**src/rtl/arpis_pkg.sv**
```systemverilog
// ----------------------------------------------------------------------------
// arpis_pkg
// shared types and constants of the arpeggiator index sequencer
// ----------------------------------------------------------------------------
package arpis_pkg;

  typedef enum logic [1:0] {
    OP_ADD    = 2'd0,
    OP_REMOVE = 2'd1,
    OP_STEP   = 2'd2,
    OP_CLEAR  = 2'd3
  } op_e;

  typedef enum logic [2:0] {
    MODE_UP       = 3'd0,
    MODE_DOWN     = 3'd1,
    MODE_RANDOM   = 3'd2,
    MODE_OCT_UP   = 3'd3,
    MODE_OCT_DOWN = 3'd4,
    MODE_RST_UP   = 3'd5,
    MODE_RST_DOWN = 3'd6
  } arp_mode_e;

  typedef enum logic [1:0] {
    DIV_NOTE_POS = 2'd0,
    DIV_CC_POS   = 2'd1,
    DIV_LFSR     = 2'd2
  } div_sel_e;

  typedef enum logic [3:0] {
    ST_IDLE,
    ST_APPLY,
    ST_RDIV_N,
    ST_RWAIT_N,
    ST_RDIV_C,
    ST_RWAIT_C,
    ST_STEP,
    ST_LOC,
    ST_ARITH,
    ST_OCT1,
    ST_OCT2,
    ST_DRAW,
    ST_DWAIT,
    ST_FIN
  } state_e;

  localparam logic [15:0] LFSR_SEED = 16'hACE1;
  localparam logic [15:0] LFSR_TAPS = 16'hB400;

  // controller to datapath
  typedef struct packed {
    logic     latch;
    logic     apply;
    logic     corr;
    logic     loc_clr;
    logic     loc_step;
    logic     arith;
    logic     div_start;
    div_sel_e div_sel;
    logic     div_wr;
    logic     lfsr_adv;
    logic     shift_set;
    logic     fin;
    logic     fin_zero;
  } cmd_t;

  // datapath to controller
  typedef struct packed {
    op_e        op;
    logic       fwd;
    logic [2:0] mode;
    logic       rem_ok;
    logic       totals_zero;
    logic       note_nonzero;
    logic       loc_done;
    logic       div_done;
    logic       lfsr_bit;
    logic       note_found;
    logic       next_zero;
  } sts_t;

endpackage

```
**src/rtl/arpis_div.sv**
```systemverilog
// ----------------------------------------------------------------------------
// arpis_div
// restoring remainder unit, one numerator bit per cycle
// ----------------------------------------------------------------------------
module arpis_div #(
  parameter int NW = 16,
  parameter int TW = 12
) (
  input  logic          clk_i,
  input  logic          rst_ni,
  input  logic          start_i,
  input  logic [NW-1:0] num_i,
  input  logic [TW-1:0] den_i,
  output logic          done_o,
  output logic [TW-1:0] rem_o
);

  localparam int CW = $clog2(NW + 1);

  logic [NW-1:0] num_q, num_d;
  logic [TW-1:0] rem_q, rem_d, den_q, den_d;
  logic [CW-1:0] cnt_q, cnt_d;
  logic          run_q, run_d, done_q, done_d;
  logic [TW:0]   trial;

  always_comb begin
    num_d  = num_q;
    rem_d  = rem_q;
    den_d  = den_q;
    cnt_d  = cnt_q;
    run_d  = run_q;
    done_d = 1'b0;
    trial  = {rem_q, num_q[NW-1]};
    if (start_i) begin
      num_d = num_i;
      den_d = den_i;
      rem_d = '0;
      cnt_d = CW'(NW);
      run_d = 1'b1;
    end else if (run_q) begin
      num_d = {num_q[NW-2:0], 1'b0};
      if (trial >= {1'b0, den_q}) begin
        rem_d = TW'(trial - {1'b0, den_q});
      end else begin
        rem_d = trial[TW-1:0];
      end
      cnt_d = cnt_q - CW'(1);
      if (cnt_q == CW'(1)) begin
        run_d  = 1'b0;
        done_d = 1'b1;
      end
    end
  end

  always_ff @(posedge clk_i or negedge rst_ni) begin
    if (!rst_ni) begin
      cnt_q  <= '0;
      run_q  <= 1'b0;
      done_q <= 1'b0;
    end else begin
      cnt_q  <= cnt_d;
      run_q  <= run_d;
      done_q <= done_d;
    end
  end

  always_ff @(posedge clk_i) begin
    num_q <= num_d;
    rem_q <= rem_d;
    den_q <= den_d;
  end

  assign done_o = done_q;
  assign rem_o  = rem_q;

endmodule

```
**src/rtl/arpis_dp.sv**
```systemverilog
// ----------------------------------------------------------------------------
// arpis_dp
// datapath: held list, count tables, totals, positions, walk and lfsr
// ----------------------------------------------------------------------------
module arpis_dp #(
  parameter int NUM_PADS    = 16,
  parameter int MAX_PER_PAD = 255
) (
  input  logic               clk_i,
  input  logic               rst_ni,
  input  arpis_pkg::cmd_t    cmd_i,
  output arpis_pkg::sts_t    sts_o,
  input  logic [1:0]         op_i,
  input  logic [3:0]         pad_i,
  input  logic [7:0]         pad_note_count_i,
  input  logic [7:0]         pad_cc_count_i,
  input  logic               forward_i,
  input  logic               cfg_we_i,
  input  logic [2:0]         cfg_wdata_i,
  output logic               done_o,
  output logic               note_valid_o,
  output logic [3:0]         note_pad_o,
  output logic [7:0]         note_local_index_o,
  output logic signed [1:0]  octave_shift_o,
  output logic               cc_valid_o,
  output logic [3:0]         cc_pad_o,
  output logic [7:0]         cc_local_index_o
);

  localparam int TW = $clog2(NUM_PADS * MAX_PER_PAD + 1);
  localparam int IW = (NUM_PADS > 1) ? $clog2(NUM_PADS) : 1;
  localparam int LW = $clog2(NUM_PADS + 1);
  localparam int NW = (TW > 16) ? TW : 16;

  // input item
  arpis_pkg::op_e op_q;
  logic [3:0]     pad_q;
  logic [7:0]     nc_q, cc_q;
  logic           fwd_q;

  // held state
  logic [3:0]          list_q [NUM_PADS];
  logic [3:0]          list_d [NUM_PADS];
  logic [NUM_PADS-1:0] mask_q;
  logic [LW-1:0]       len_q;
  logic [7:0]          ntab_q [NUM_PADS];
  logic [7:0]          ctab_q [NUM_PADS];
  logic [TW-1:0]       ntot_q, ctot_q, npos_q, cpos_q;
  logic                lwf_q;
  logic [15:0]         lfsr_q, lfsr_nx;
  logic [2:0]          mode_q;

  // walk
  logic [LW-1:0] wi_q;
  logic [TW-1:0] nrun_q, crun_q, nsum, csum;
  logic          nfound_q, cfound_q;
  logic [3:0]    npad_q, cpad_q;
  logic [7:0]    nloc_q, cloc_q;
  logic signed [1:0] shift_q;
  arpis_pkg::div_sel_e div_sel_q;

  logic [6:0]    pad_ext, p_ext;
  logic [IW-1:0] pad_idx, p_idx;
  logic [3:0]    p;
  logic          in_range, add_ok, rem_ok;
  logic [7:0]    nc_sat, cc_sat;
  logic [NUM_PADS-1:0] mark;
  logic [TW-1:0] ncorr, ccorr, nnext, cnext;
  logic          down_mode;

  logic          div_done;
  logic [TW-1:0] div_rem;
  logic [NW-1:0] div_num;
  logic [TW-1:0] div_den;

  function automatic logic [TW-1:0] corr_pos(input logic [TW-1:0] pos,
                                             input logic [TW-1:0] total,
                                             input logic fwd, input logic lwf);
    logic [TW:0] k;
    logic [TW:0] s;
    k = lwf ? (TW+1)'(2) : (TW+1)'(1);
    if (fwd) begin
      s = {1'b0, pos} + (TW+1)'(1);
      if (lwf) begin
        return pos;
      end
      return (s == {1'b0, total}) ? '0 : s[TW-1:0];
    end
    if ({1'b0, pos} >= k) begin
      s = {1'b0, pos} - k;
      return s[TW-1:0];
    end
    s = {1'b0, pos} + {1'b0, total};
    if (s < k) begin
      return '0;
    end
    s = s - k;
    return s[TW-1:0];
  endfunction

  assign pad_ext  = 7'(pad_q);
  assign pad_idx  = pad_ext[IW-1:0];
  assign in_range = pad_ext < 7'(NUM_PADS);
  assign add_ok   = in_range && !mask_q[pad_idx] && (len_q < LW'(NUM_PADS));
  assign rem_ok   = in_range && mask_q[pad_idx];
  assign nc_sat   = (nc_q > 8'(MAX_PER_PAD)) ? 8'(MAX_PER_PAD) : nc_q;
  assign cc_sat   = (cc_q > 8'(MAX_PER_PAD)) ? 8'(MAX_PER_PAD) : cc_q;

  // galois lfsr advance
  assign lfsr_nx = {1'b0, lfsr_q[15:1]} ^ (lfsr_q[0] ? arpis_pkg::LFSR_TAPS : 16'h0000);

  // compaction of the held list on remove
  always_comb begin
    logic run;
    run = 1'b0;
    for (int k = 0; k < NUM_PADS; k++) begin
      run = run | ((list_q[k] == pad_q) && (LW'(k) < len_q));
      mark[k] = run;
    end
    for (int k = 0; k < NUM_PADS; k++) begin
      list_d[k] = list_q[k];
      if (k + 1 < NUM_PADS && mark[k]) begin
        list_d[k] = list_q[(k + 1) % NUM_PADS];
      end
    end
  end

  // walk of the held list
  assign p     = list_q[wi_q[IW-1:0]];
  assign p_ext = 7'(p);
  assign p_idx = p_ext[IW-1:0];
  assign nsum  = nrun_q + TW'(ntab_q[p_idx]);
  assign csum  = crun_q + TW'(ctab_q[p_idx]);

  assign ncorr = corr_pos(npos_q, ntot_q, fwd_q, lwf_q);
  assign ccorr = corr_pos(cpos_q, ctot_q, fwd_q, lwf_q);

  assign down_mode = (mode_q == arpis_pkg::MODE_DOWN) ||
                     (mode_q == arpis_pkg::MODE_OCT_DOWN) ||
                     (mode_q == arpis_pkg::MODE_RST_DOWN);
  always_comb begin
    if (down_mode) begin
      nnext = (npos_q == '0) ? ntot_q - TW'(1) : npos_q - TW'(1);
    end else begin
      nnext = (npos_q + TW'(1) == ntot_q) ? '0 : npos_q + TW'(1);
    end
    cnext = (cpos_q + TW'(1) == ctot_q) ? '0 : cpos_q + TW'(1);
  end

  // shared remainder unit
  always_comb begin
    case (cmd_i.div_sel)
      arpis_pkg::DIV_CC_POS: begin
        div_num = NW'(cpos_q);
        div_den = ctot_q;
      end
      arpis_pkg::DIV_LFSR: begin
        div_num = NW'(lfsr_nx);
        div_den = ntot_q;
      end
      default: begin
        div_num = NW'(npos_q);
        div_den = ntot_q;
      end
    endcase
  end

  arpis_div #(.NW(NW), .TW(TW)) u_div (
    .clk_i   (clk_i),
    .rst_ni  (rst_ni),
    .start_i (cmd_i.div_start),
    .num_i   (div_num),
    .den_i   (div_den),
    .done_o  (div_done),
    .rem_o   (div_rem)
  );

  // control state
  always_ff @(posedge clk_i or negedge rst_ni) begin
    if (!rst_ni) begin
      mask_q   <= '0;
      len_q    <= '0;
      ntot_q   <= '0;
      ctot_q   <= '0;
      npos_q   <= '0;
      cpos_q   <= '0;
      lwf_q    <= 1'b1;
      lfsr_q   <= arpis_pkg::LFSR_SEED;
      mode_q   <= arpis_pkg::MODE_UP;
      done_o   <= 1'b0;
      for (int k = 0; k < NUM_PADS; k++) begin
        ntab_q[k] <= '0;
        ctab_q[k] <= '0;
      end
    end else begin
      done_o <= cmd_i.fin;
      if (cfg_we_i) begin
        mode_q <= cfg_wdata_i;
      end
      if (cmd_i.lfsr_adv) begin
        lfsr_q <= lfsr_nx;
      end
      if (cmd_i.apply) begin
        case (op_q)
          arpis_pkg::OP_ADD: begin
            if (add_ok) begin
              mask_q[pad_idx] <= 1'b1;
              len_q           <= len_q + LW'(1);
              ntab_q[pad_idx] <= nc_sat;
              ctab_q[pad_idx] <= cc_sat;
              ntot_q          <= ntot_q + TW'(nc_sat);
              ctot_q          <= ctot_q + TW'(cc_sat);
            end
          end
          arpis_pkg::OP_REMOVE: begin
            if (rem_ok) begin
              mask_q[pad_idx] <= 1'b0;
              len_q           <= len_q - LW'(1);
              ntab_q[pad_idx] <= '0;
              ctab_q[pad_idx] <= '0;
              ntot_q          <= ntot_q - TW'(ntab_q[pad_idx]);
              ctot_q          <= ctot_q - TW'(ctab_q[pad_idx]);
            end
          end
          arpis_pkg::OP_CLEAR: begin
            mask_q <= '0;
            len_q  <= '0;
            ntot_q <= '0;
            ctot_q <= '0;
            npos_q <= '0;
            cpos_q <= '0;
            lwf_q  <= 1'b1;
            for (int k = 0; k < NUM_PADS; k++) begin
              ntab_q[k] <= '0;
              ctab_q[k] <= '0;
            end
          end
          default: begin
          end
        endcase
      end
      if (cmd_i.corr) begin
        if (ntot_q != '0) begin
          npos_q <= ncorr;
        end
        if (ctot_q != '0) begin
          cpos_q <= ccorr;
        end
      end
      if (cmd_i.arith) begin
        if (ntot_q != '0) begin
          npos_q <= nnext;
        end
        if (ctot_q != '0) begin
          cpos_q <= cnext;
        end
      end
      if (cmd_i.div_wr) begin
        case (div_sel_q)
          arpis_pkg::DIV_CC_POS: cpos_q <= (ctot_q == '0) ? '0 : div_rem;
          arpis_pkg::DIV_LFSR:   npos_q <= div_rem;
          default:               npos_q <= (ntot_q == '0) ? '0 : div_rem;
        endcase
      end
      if (cmd_i.fin && !cmd_i.fin_zero) begin
        lwf_q <= fwd_q;
      end
    end
  end

  // payload registers
  always_ff @(posedge clk_i) begin
    if (cmd_i.latch) begin
      op_q    <= arpis_pkg::op_e'(op_i);
      pad_q   <= pad_i;
      nc_q    <= pad_note_count_i;
      cc_q    <= pad_cc_count_i;
      fwd_q   <= forward_i;
      shift_q <= 2'sb00;
    end
    if (cmd_i.shift_set) begin
      shift_q <= lfsr_nx[0] ? 2'sb01 : 2'sb11;
    end
    if (cmd_i.apply && op_q == arpis_pkg::OP_ADD && add_ok) begin
      list_q[len_q[IW-1:0]] <= pad_q;
    end
    if (cmd_i.apply && op_q == arpis_pkg::OP_REMOVE && rem_ok) begin
      list_q <= list_d;
    end
    if (cmd_i.div_start) begin
      div_sel_q <= cmd_i.div_sel;
    end
    if (cmd_i.loc_clr) begin
      wi_q     <= '0;
      nrun_q   <= '0;
      crun_q   <= '0;
      nfound_q <= 1'b0;
      cfound_q <= 1'b0;
      npad_q   <= '0;
      cpad_q   <= '0;
      nloc_q   <= '0;
      cloc_q   <= '0;
    end else if (cmd_i.loc_step) begin
      wi_q   <= wi_q + LW'(1);
      nrun_q <= nsum;
      crun_q <= csum;
      if (!nfound_q && npos_q < nsum) begin
        nfound_q <= 1'b1;
        npad_q   <= p;
        nloc_q   <= 8'(npos_q - nrun_q);
      end
      if (!cfound_q && cpos_q < csum) begin
        cfound_q <= 1'b1;
        cpad_q   <= p;
        cloc_q   <= 8'(cpos_q - crun_q);
      end
    end
    if (cmd_i.fin) begin
      if (cmd_i.fin_zero) begin
        note_valid_o       <= 1'b0;
        note_pad_o         <= '0;
        note_local_index_o <= '0;
        octave_shift_o     <= 2'sb00;
        cc_valid_o         <= 1'b0;
        cc_pad_o           <= '0;
        cc_local_index_o   <= '0;
      end else begin
        note_valid_o       <= nfound_q;
        note_pad_o         <= npad_q;
        note_local_index_o <= nloc_q;
        octave_shift_o     <= shift_q;
        cc_valid_o         <= cfound_q;
        cc_pad_o           <= cpad_q;
        cc_local_index_o   <= cloc_q;
      end
    end
  end

  always_comb begin
    sts_o.op           = op_q;
    sts_o.fwd          = fwd_q;
    sts_o.mode         = mode_q;
    sts_o.rem_ok       = rem_ok;
    sts_o.totals_zero  = (ntot_q == '0) && (ctot_q == '0);
    sts_o.note_nonzero = (ntot_q != '0);
    sts_o.loc_done     = (wi_q == len_q);
    sts_o.div_done     = div_done;
    sts_o.lfsr_bit     = lfsr_nx[0];
    sts_o.note_found   = nfound_q;
    sts_o.next_zero    = (nnext == '0);
  end

endmodule

```
**src/rtl/arpis_ctrl.sv**
```systemverilog
// ----------------------------------------------------------------------------
// arpis_ctrl
// controller state machine sequencing edits, walks and random draws
// ----------------------------------------------------------------------------
module arpis_ctrl (
  input  logic            clk_i,
  input  logic            rst_ni,
  input  logic            start_i,
  output logic            busy_o,
  input  arpis_pkg::sts_t sts_i,
  output arpis_pkg::cmd_t cmd_o
);

  arpis_pkg::state_e state_q, state_d;
  logic is_oct, is_rst;

  assign is_oct = (sts_i.mode == arpis_pkg::MODE_OCT_UP) ||
                  (sts_i.mode == arpis_pkg::MODE_OCT_DOWN);
  assign is_rst = (sts_i.mode == arpis_pkg::MODE_RST_UP) ||
                  (sts_i.mode == arpis_pkg::MODE_RST_DOWN);

  always_ff @(posedge clk_i or negedge rst_ni) begin
    if (!rst_ni) begin
      state_q <= arpis_pkg::ST_IDLE;
    end else begin
      state_q <= state_d;
    end
  end

  always_comb begin
    state_d = state_q;
    cmd_o   = '0;
    cmd_o.div_sel = arpis_pkg::DIV_NOTE_POS;
    busy_o  = (state_q != arpis_pkg::ST_IDLE);
    case (state_q)
      arpis_pkg::ST_IDLE: begin
        if (start_i) begin
          cmd_o.latch = 1'b1;
          state_d = arpis_pkg::ST_APPLY;
        end
      end
      arpis_pkg::ST_APPLY: begin
        if (sts_i.op == arpis_pkg::OP_STEP) begin
          state_d = arpis_pkg::ST_STEP;
        end else begin
          cmd_o.apply = 1'b1;
          if (sts_i.op == arpis_pkg::OP_REMOVE && sts_i.rem_ok) begin
            state_d = arpis_pkg::ST_RDIV_N;
          end else begin
            state_d = arpis_pkg::ST_FIN;
          end
        end
      end
      arpis_pkg::ST_RDIV_N: begin
        cmd_o.div_start = 1'b1;
        cmd_o.div_sel   = arpis_pkg::DIV_NOTE_POS;
        state_d = arpis_pkg::ST_RWAIT_N;
      end
      arpis_pkg::ST_RWAIT_N: begin
        if (sts_i.div_done) begin
          cmd_o.div_wr = 1'b1;
          state_d = arpis_pkg::ST_RDIV_C;
        end
      end
      arpis_pkg::ST_RDIV_C: begin
        cmd_o.div_start = 1'b1;
        cmd_o.div_sel   = arpis_pkg::DIV_CC_POS;
        state_d = arpis_pkg::ST_RWAIT_C;
      end
      arpis_pkg::ST_RWAIT_C: begin
        if (sts_i.div_done) begin
          cmd_o.div_wr = 1'b1;
          state_d = arpis_pkg::ST_FIN;
        end
      end
      arpis_pkg::ST_STEP: begin
        if (sts_i.totals_zero) begin
          state_d = arpis_pkg::ST_FIN;
        end else begin
          cmd_o.corr    = 1'b1;
          cmd_o.loc_clr = 1'b1;
          state_d = arpis_pkg::ST_LOC;
        end
      end
      arpis_pkg::ST_LOC: begin
        if (sts_i.loc_done) begin
          state_d = sts_i.fwd ? arpis_pkg::ST_ARITH : arpis_pkg::ST_FIN;
        end else begin
          cmd_o.loc_step = 1'b1;
        end
      end
      arpis_pkg::ST_ARITH: begin
        cmd_o.arith = 1'b1;
        state_d = arpis_pkg::ST_FIN;
        if (sts_i.note_nonzero) begin
          if (sts_i.mode == arpis_pkg::MODE_RANDOM) begin
            state_d = arpis_pkg::ST_DRAW;
          end else if (is_oct) begin
            state_d = arpis_pkg::ST_OCT1;
          end else if (is_rst && sts_i.next_zero) begin
            state_d = arpis_pkg::ST_DRAW;
          end
        end
      end
      arpis_pkg::ST_OCT1: begin
        cmd_o.lfsr_adv = 1'b1;
        state_d = (sts_i.lfsr_bit && sts_i.note_found) ? arpis_pkg::ST_OCT2
                                                        : arpis_pkg::ST_FIN;
      end
      arpis_pkg::ST_OCT2: begin
        cmd_o.lfsr_adv  = 1'b1;
        cmd_o.shift_set = 1'b1;
        state_d = arpis_pkg::ST_FIN;
      end
      arpis_pkg::ST_DRAW: begin
        cmd_o.lfsr_adv  = 1'b1;
        cmd_o.div_start = 1'b1;
        cmd_o.div_sel   = arpis_pkg::DIV_LFSR;
        state_d = arpis_pkg::ST_DWAIT;
      end
      arpis_pkg::ST_DWAIT: begin
        if (sts_i.div_done) begin
          cmd_o.div_wr = 1'b1;
          state_d = arpis_pkg::ST_FIN;
        end
      end
      arpis_pkg::ST_FIN: begin
        cmd_o.fin      = 1'b1;
        cmd_o.fin_zero = (sts_i.op != arpis_pkg::OP_STEP) || sts_i.totals_zero;
        state_d = arpis_pkg::ST_IDLE;
      end
      default: begin
        state_d = arpis_pkg::ST_IDLE;
      end
    endcase
  end

`ifndef ASSERT_OFF
  a_start_leaves_idle: assert property (@(posedge clk_i) disable iff (!rst_ni)
    (start_i && state_q == arpis_pkg::ST_IDLE) |=> state_q == arpis_pkg::ST_APPLY)
    else $error("accepted beat did not start work");
  a_fin_to_idle: assert property (@(posedge clk_i) disable iff (!rst_ni)
    state_q == arpis_pkg::ST_FIN |=> state_q == arpis_pkg::ST_IDLE)
    else $error("result beat not followed by idle");
  a_draw_done: assert property (@(posedge clk_i) disable iff (!rst_ni)
    (state_q == arpis_pkg::ST_DWAIT && sts_i.div_done) |=> state_q == arpis_pkg::ST_FIN)
    else $error("draw completion lost");
  a_div_wr_only_wait: assert property (@(posedge clk_i) disable iff (!rst_ni)
    cmd_o.div_wr |-> sts_i.div_done)
    else $error("remainder written before divider finished");
`endif

endmodule

```
**src/rtl/arpeggiator_index_sequencer_core.sv**
```systemverilog
// ----------------------------------------------------------------------------
// arpeggiator_index_sequencer_core
// held-pad list and note/cc index walker for an arpeggiator
// ----------------------------------------------------------------------------
// One item is taken when start is high and busy is low; exactly one result
// beat follows, shown for one cycle with done_o high, and the receiver cannot
// stall it. Add, clear and an ignored remove go from the apply state straight
// to the result beat. A remove that hits then reduces both positions modulo
// the new totals, one after the other, in the shared remainder unit, whose
// numerator is NW = max(16, total width) bits wide. A step corrects the
// positions and walks the held list; when forward it then advances the
// positions, and may add one or two lfsr draws for an octave shift or a random
// draw through the bit-serial remainder unit. With 16 pads the totals are 12
// bits wide. arp_mode may be written only while busy is low.
// ----------------------------------------------------------------------------
module arpeggiator_index_sequencer_core #(
  parameter int NUM_PADS    = 16,
  parameter int MAX_PER_PAD = 255
) (
  input  logic              clk_i,
  input  logic              rst_ni,
  // command side
  input  logic              start,
  output logic              busy,
  input  logic [1:0]        op_i,
  input  logic [3:0]        pad_i,
  input  logic [7:0]        pad_note_count_i,
  input  logic [7:0]        pad_cc_count_i,
  input  logic              forward_i,
  // arp_mode register
  input  logic              cfg_we_i,
  input  logic [2:0]        cfg_wdata_i,
  // result beat
  output logic              done_o,
  output logic              note_valid_o,
  output logic [3:0]        note_pad_o,
  output logic [7:0]        note_local_index_o,
  output logic signed [1:0] octave_shift_o,
  output logic              cc_valid_o,
  output logic [3:0]        cc_pad_o,
  output logic [7:0]        cc_local_index_o
);

  arpis_pkg::cmd_t cmd;
  arpis_pkg::sts_t sts;

  // sequencing of edits, list walk and draws
  arpis_ctrl u_ctrl (
    .clk_i   (clk_i),
    .rst_ni  (rst_ni),
    .start_i (start),
    .busy_o  (busy),
    .sts_i   (sts),
    .cmd_o   (cmd)
  );

  // state, arithmetic and result registers
  arpis_dp #(
    .NUM_PADS    (NUM_PADS),
    .MAX_PER_PAD (MAX_PER_PAD)
  ) u_dp (
    .clk_i              (clk_i),
    .rst_ni             (rst_ni),
    .cmd_i              (cmd),
    .sts_o              (sts),
    .op_i               (op_i),
    .pad_i              (pad_i),
    .pad_note_count_i   (pad_note_count_i),
    .pad_cc_count_i     (pad_cc_count_i),
    .forward_i          (forward_i),
    .cfg_we_i           (cfg_we_i),
    .cfg_wdata_i        (cfg_wdata_i),
    .done_o             (done_o),
    .note_valid_o       (note_valid_o),
    .note_pad_o         (note_pad_o),
    .note_local_index_o (note_local_index_o),
    .octave_shift_o     (octave_shift_o),
    .cc_valid_o         (cc_valid_o),
    .cc_pad_o           (cc_pad_o),
    .cc_local_index_o   (cc_local_index_o)
  );

endmodule

```
**config.mk**
```make
export PLATFORM = sky130hd
export DESIGN_NAME = arpeggiator_index_sequencer_core
export DESIGN_NICKNAME = d
export VERILOG_FILES = /design/src/rtl/arpis_pkg.sv /design/src/rtl/arpis_div.sv /design/src/rtl/arpis_dp.sv /design/src/rtl/arpis_ctrl.sv /design/src/rtl/arpeggiator_index_sequencer_core.sv
export SDC_FILE = /design/constraint.sdc
export NUM_CORES = 2
export LEC_CHECK = 0
export BUFFER_PORTS_ARGS = -buffer_cell sky130_fd_sc_hd__buf_2
export CORE_AREA = 4 4 252 254
export DETAILED_ROUTE_END_ITERATION = 10
export DIE_AREA = 0 0 256 258
export GPL_TIMING_DRIVEN = 0
export PLACE_DENSITY = 0.73
export SLEW_MARGIN = 5
export SYNTH_ARGS = -nofsm -noshare
export SYNTH_HDL_FRONTEND = slang
export SYNTH_SLANG_ARGS = --single-unit
```
**constraint.sdc**
```tcl
create_clock -name clk_i -period 16.5 [get_ports clk_i]
set_input_delay 2.475 -clock clk_i [delete_from_list [all_inputs] [get_ports clk_i]]
set_output_delay 2.475 -clock clk_i [all_outputs]
set_load 0.1 [all_outputs]
```
==> flow_summary.json <==
{
  "die_y_um": 258,
  "avgSynthCellArea_um2": 10.1,
  "pwr-share-comb_pct": 49.9,
  "grt_antenna_before_repair": 3,
  "cts.sinks": 571,
  "post-route-cell-area_mm2": 0.0407,
  "synth_fp_nets": 3848,
  "post_drt_wl_per_cell_um": 27.5,
  "grt_remaining_overflow": 0,
  "timing.final.crit_share_pct": 47.7,
  "start_util_pct": 60.6,
  "setup_tns_ps": 0,
  "grt_pass1_wl_mm": 191,
  "postCtsSetupBuffers": 0,
  "yosysMostFrequentCell": "nand2_1",
  "placementRows": 91,
  "ys_seq_area_share_pct": 39.6,
  "fill_cells": 4890,
  "synth_area_leaders": "dfrtp_1 23%, edfxtp_1 12%, mux4_2 10%",
  "dieArea_mm2": 0.0660,
  "h-tree-depth": 2,
  "layout_setup_ws_ps": 8630,
  "synthFlopType": "dfrtp_1",
  "gp_congestion": 1.03,
  "async_flop_share_pct": 62.5,
  "min_period_ps": 7870,
  "pwr-share-seq_pct": 29.1,
  "post-route-util_pct": 66.5,
  "vdd_drop_max_v": 0.000118,
  "p_leak_nw": 16.9,
  "drtIter0Drc": 3829,
  "cp_max_fo": 10,
  "netlist_instances": 3667,
  "nNetsFinal": 3975,
  "grt_max_degree": 107,
  "cts_buffers": 61,
  "post-synth-top-area-cell": "dfrtp_1",
  "drc": 0,
  "placed_area_mm2": 0.0385,
  "path_class": "register to register",
  "switching_share_pct": 45.0,
  "dpl.cell_count": 4521,
  "hold_class": "register to register",
  "pre_cts_ws_ps": 8860,
  "die_w_um": 256,
  "grt_setup_unrepaired": "no",
  "synth_edf_count": 147,
  "netlist_top_cells_count": "416 x nand2_1, 348 x dfrtp_1, 270 x o21ai_0",
  "ys_warn_count": 0,
  "powerDensity_mw_per_mm2": 176,
  "max_freq_mhz": 127,
  "layoutNonFillerInstCount": 4638,
  "ys_ff_latch": 571,
  "io_buffers": 59,
  "clockBufferDepth": 3,
  "setup_viol": 0,
  "finClkSkew_ps": 40.4,
  "dp.final_hpwl_mm": 96.9,
  "insertion_delay_ps": 670,
  "synth_top_area_share_pct": 23.5,
  "area.sequential_mm2": 0.0147,
  "cap_violations": 0,
  "end_kind": "register",
  "power_switching_mw": 3.23,
  "cp.required_ps": 17010,
  "clkPwrFrac_pct": 21.0,
  "netlist_area_mm2": 0.0371,
  "hold_ws_ps": 456,
  "drt-pass1-iter-count": 7,
  "vias": 31800,
  "cts.clk_slew.worst_paths_ps": 60,
  "start_kind": "register",
  "grt_usage_pct": 37.7,
  "hold_violations": 0,
  "drtAntennaViolNets": 0,
  "cts_root_buf": "clkbuf_16",
  "yosys.cell_types.count": 92,
  "max_slew_margin_pct": 13.3,
  "multi_input_area_mm2": 0.0209,
  "num_io_pins": 60,
  "core_mm2": 0.0613,
  "post_route_cells_drive_above_1_share_pct": 12.2,
  "cts_hold_buf": 0,
  "area_growth_pct": 9.78,
  "grt_pass1_vias": 30900,
  "report.final.slew_viol_count": 0,
  "arrival_ps": 8380,
  "cts_resized": 0,
  "vias_per_cell": 6.86,
  "worst_slew_pin_slew_ps": 1300,
  "status": "finished clean",
  "power.internal_mw": 3.94,
  "routed_wl_mm": 127,
  "cts_tree": "built",
  "power_mw": 7.18
}
-- cell families after synthesis --
family / count (synthesis) / synth area share, %
AND/OR/NAND/NOR: 1033 / 13.3
AO/OA/AOI/OAI: 1055 / 19.5
multiplexers: 255 / 12.7
buffers and inverters: 379 / 4.10
adder cells (fa/ha/maj): 152 / 5.38
XOR/XNOR: 222 / 5.35
flip-flops: 571 / 39.6
-- power by group through the flow --
stage	clock [mW]	sequential (mW)	combinational [mW]
after floorplan	0	2.08	2.47
after global placement	0	2.08	3.45
after detailed placement	0	2.09	3.48
after CTS	1.52	2.07	3.51
after global routing	1.57	2.10	3.88
final	1.51	2.09	3.58
-- cell type report --
type,count,area share [%]
multi-input combinational,2717,51.3
tap,790,2.43
antenna,1,0.00614
sequential,571,36.1
timing repair buffer,64,1.05
clock buffer,83,4.28
clock inverter,33,1.13
inverter,120,1.11
buffer,259,2.63
-- per-layer routing --
layer	track usage, %	wire [µm]	vias to the layer above	part of all wire [%]
met1	48.8	48200	15500	38
met3	8.02	12900	452	10
li1	-	-	14000	-
met4	22.5	9100	4	7.1
met5	0	29	-	0.023
met2	59.0	57100	1895	45
-- registers in the layout, summed over array words and instances, names as in the netlist, 12 cells and up --
name              cells
u_dp.list_q          60
u_dp.u_div.den_q     12
u_dp.u_div.num_q     16
u_dp.crun_q          12
u_dp.mask_q          16
u_dp.nrun_q          12
u_dp.u_div.rem_o     12
u_dp.ctab_q         128
u_dp.cpos_q          12
u_dp.ntot_q          12
u_dp.ctot_q          12
u_dp.ntab_q         128
u_dp.lfsr_q          16
u_dp.npos_q          12
-- layout by cell type, fill, tap and decap left out, types with 31 or more instances in the layout --
| cell type | count |
|---|---|
| buf_1 | 31 |
| inv_1 | 117 |
| nor3_1 | 54 |
| nand3_1 | 60 |
| o21ai_0 | 270 |
| buf_2 | 94 |
| mux2i_1 | 58 |
| clkbuf_1 | 191 |
| edfxtp_1 | 147 |
| dfxtp_1 | 67 |
| a21oi_1 | 176 |
| xor2_1 | 96 |
| a21o_1 | 47 |
| nor2b_1 | 69 |
| ha_1 | 138 |
| a22o_1 | 239 |
| a211oi_1 | 38 |
| dfrtp_1 | 348 |
| nand2b_1 | 38 |
| nor2_1 | 197 |
| mux4_2 | 167 |
| nand2_1 | 416 |
| a31oi_1 | 39 |
| clkbuf_16 | 62 |
| xnor2_1 | 123 |
-- worst paths after layout --
check | startpoint | to | slack [ps] | cells past startpoint
worst max-delay path | u_dp.wi_q[0] | u_dp.npad_q[3] | 8630 | 26
worst min-delay path | u_dp.npad_q[3] | u_dp.npad_q[3] | 460 | 2
worst max register to register | u_dp.wi_q[0] | u_dp.npad_q[3] | 8630 | 26
worst min register to register | u_dp.npad_q[3] | u_dp.npad_q[3] | 460 | 2
max in group asynchronous | rst_ni | u_dp.ntab_q[105] | 13310 | 4
min in group asynchronous | rst_ni | u_dp.ctab_q[3] | 1720 | 1
-- critical path, stage by stage, from the launching register on --
cell and delay [ps]:
dfxtp_1 350, buf_2 350, mux4_2 340, mux4_2 300
clkbuf_1 720, clkbuf_1 790, mux4_2 420, nand2_1 60
and3_1 190, a31oi_1 410, ha_1 270, inv_1 70
fa_1 430, nor2b_1 140, o21ai_0 110, a21oi_1 200
o21ai_0 130, a21oi_1 180, o21ai_0 220, a21oi_1 250
xnor2_1 160, ha_1 270, a21o_1 190, a2111oi_0 350
o21ai_1 310, buf_2 330, mux2i_1 150
Note: power is estimated with default switching activity, not from simulation.
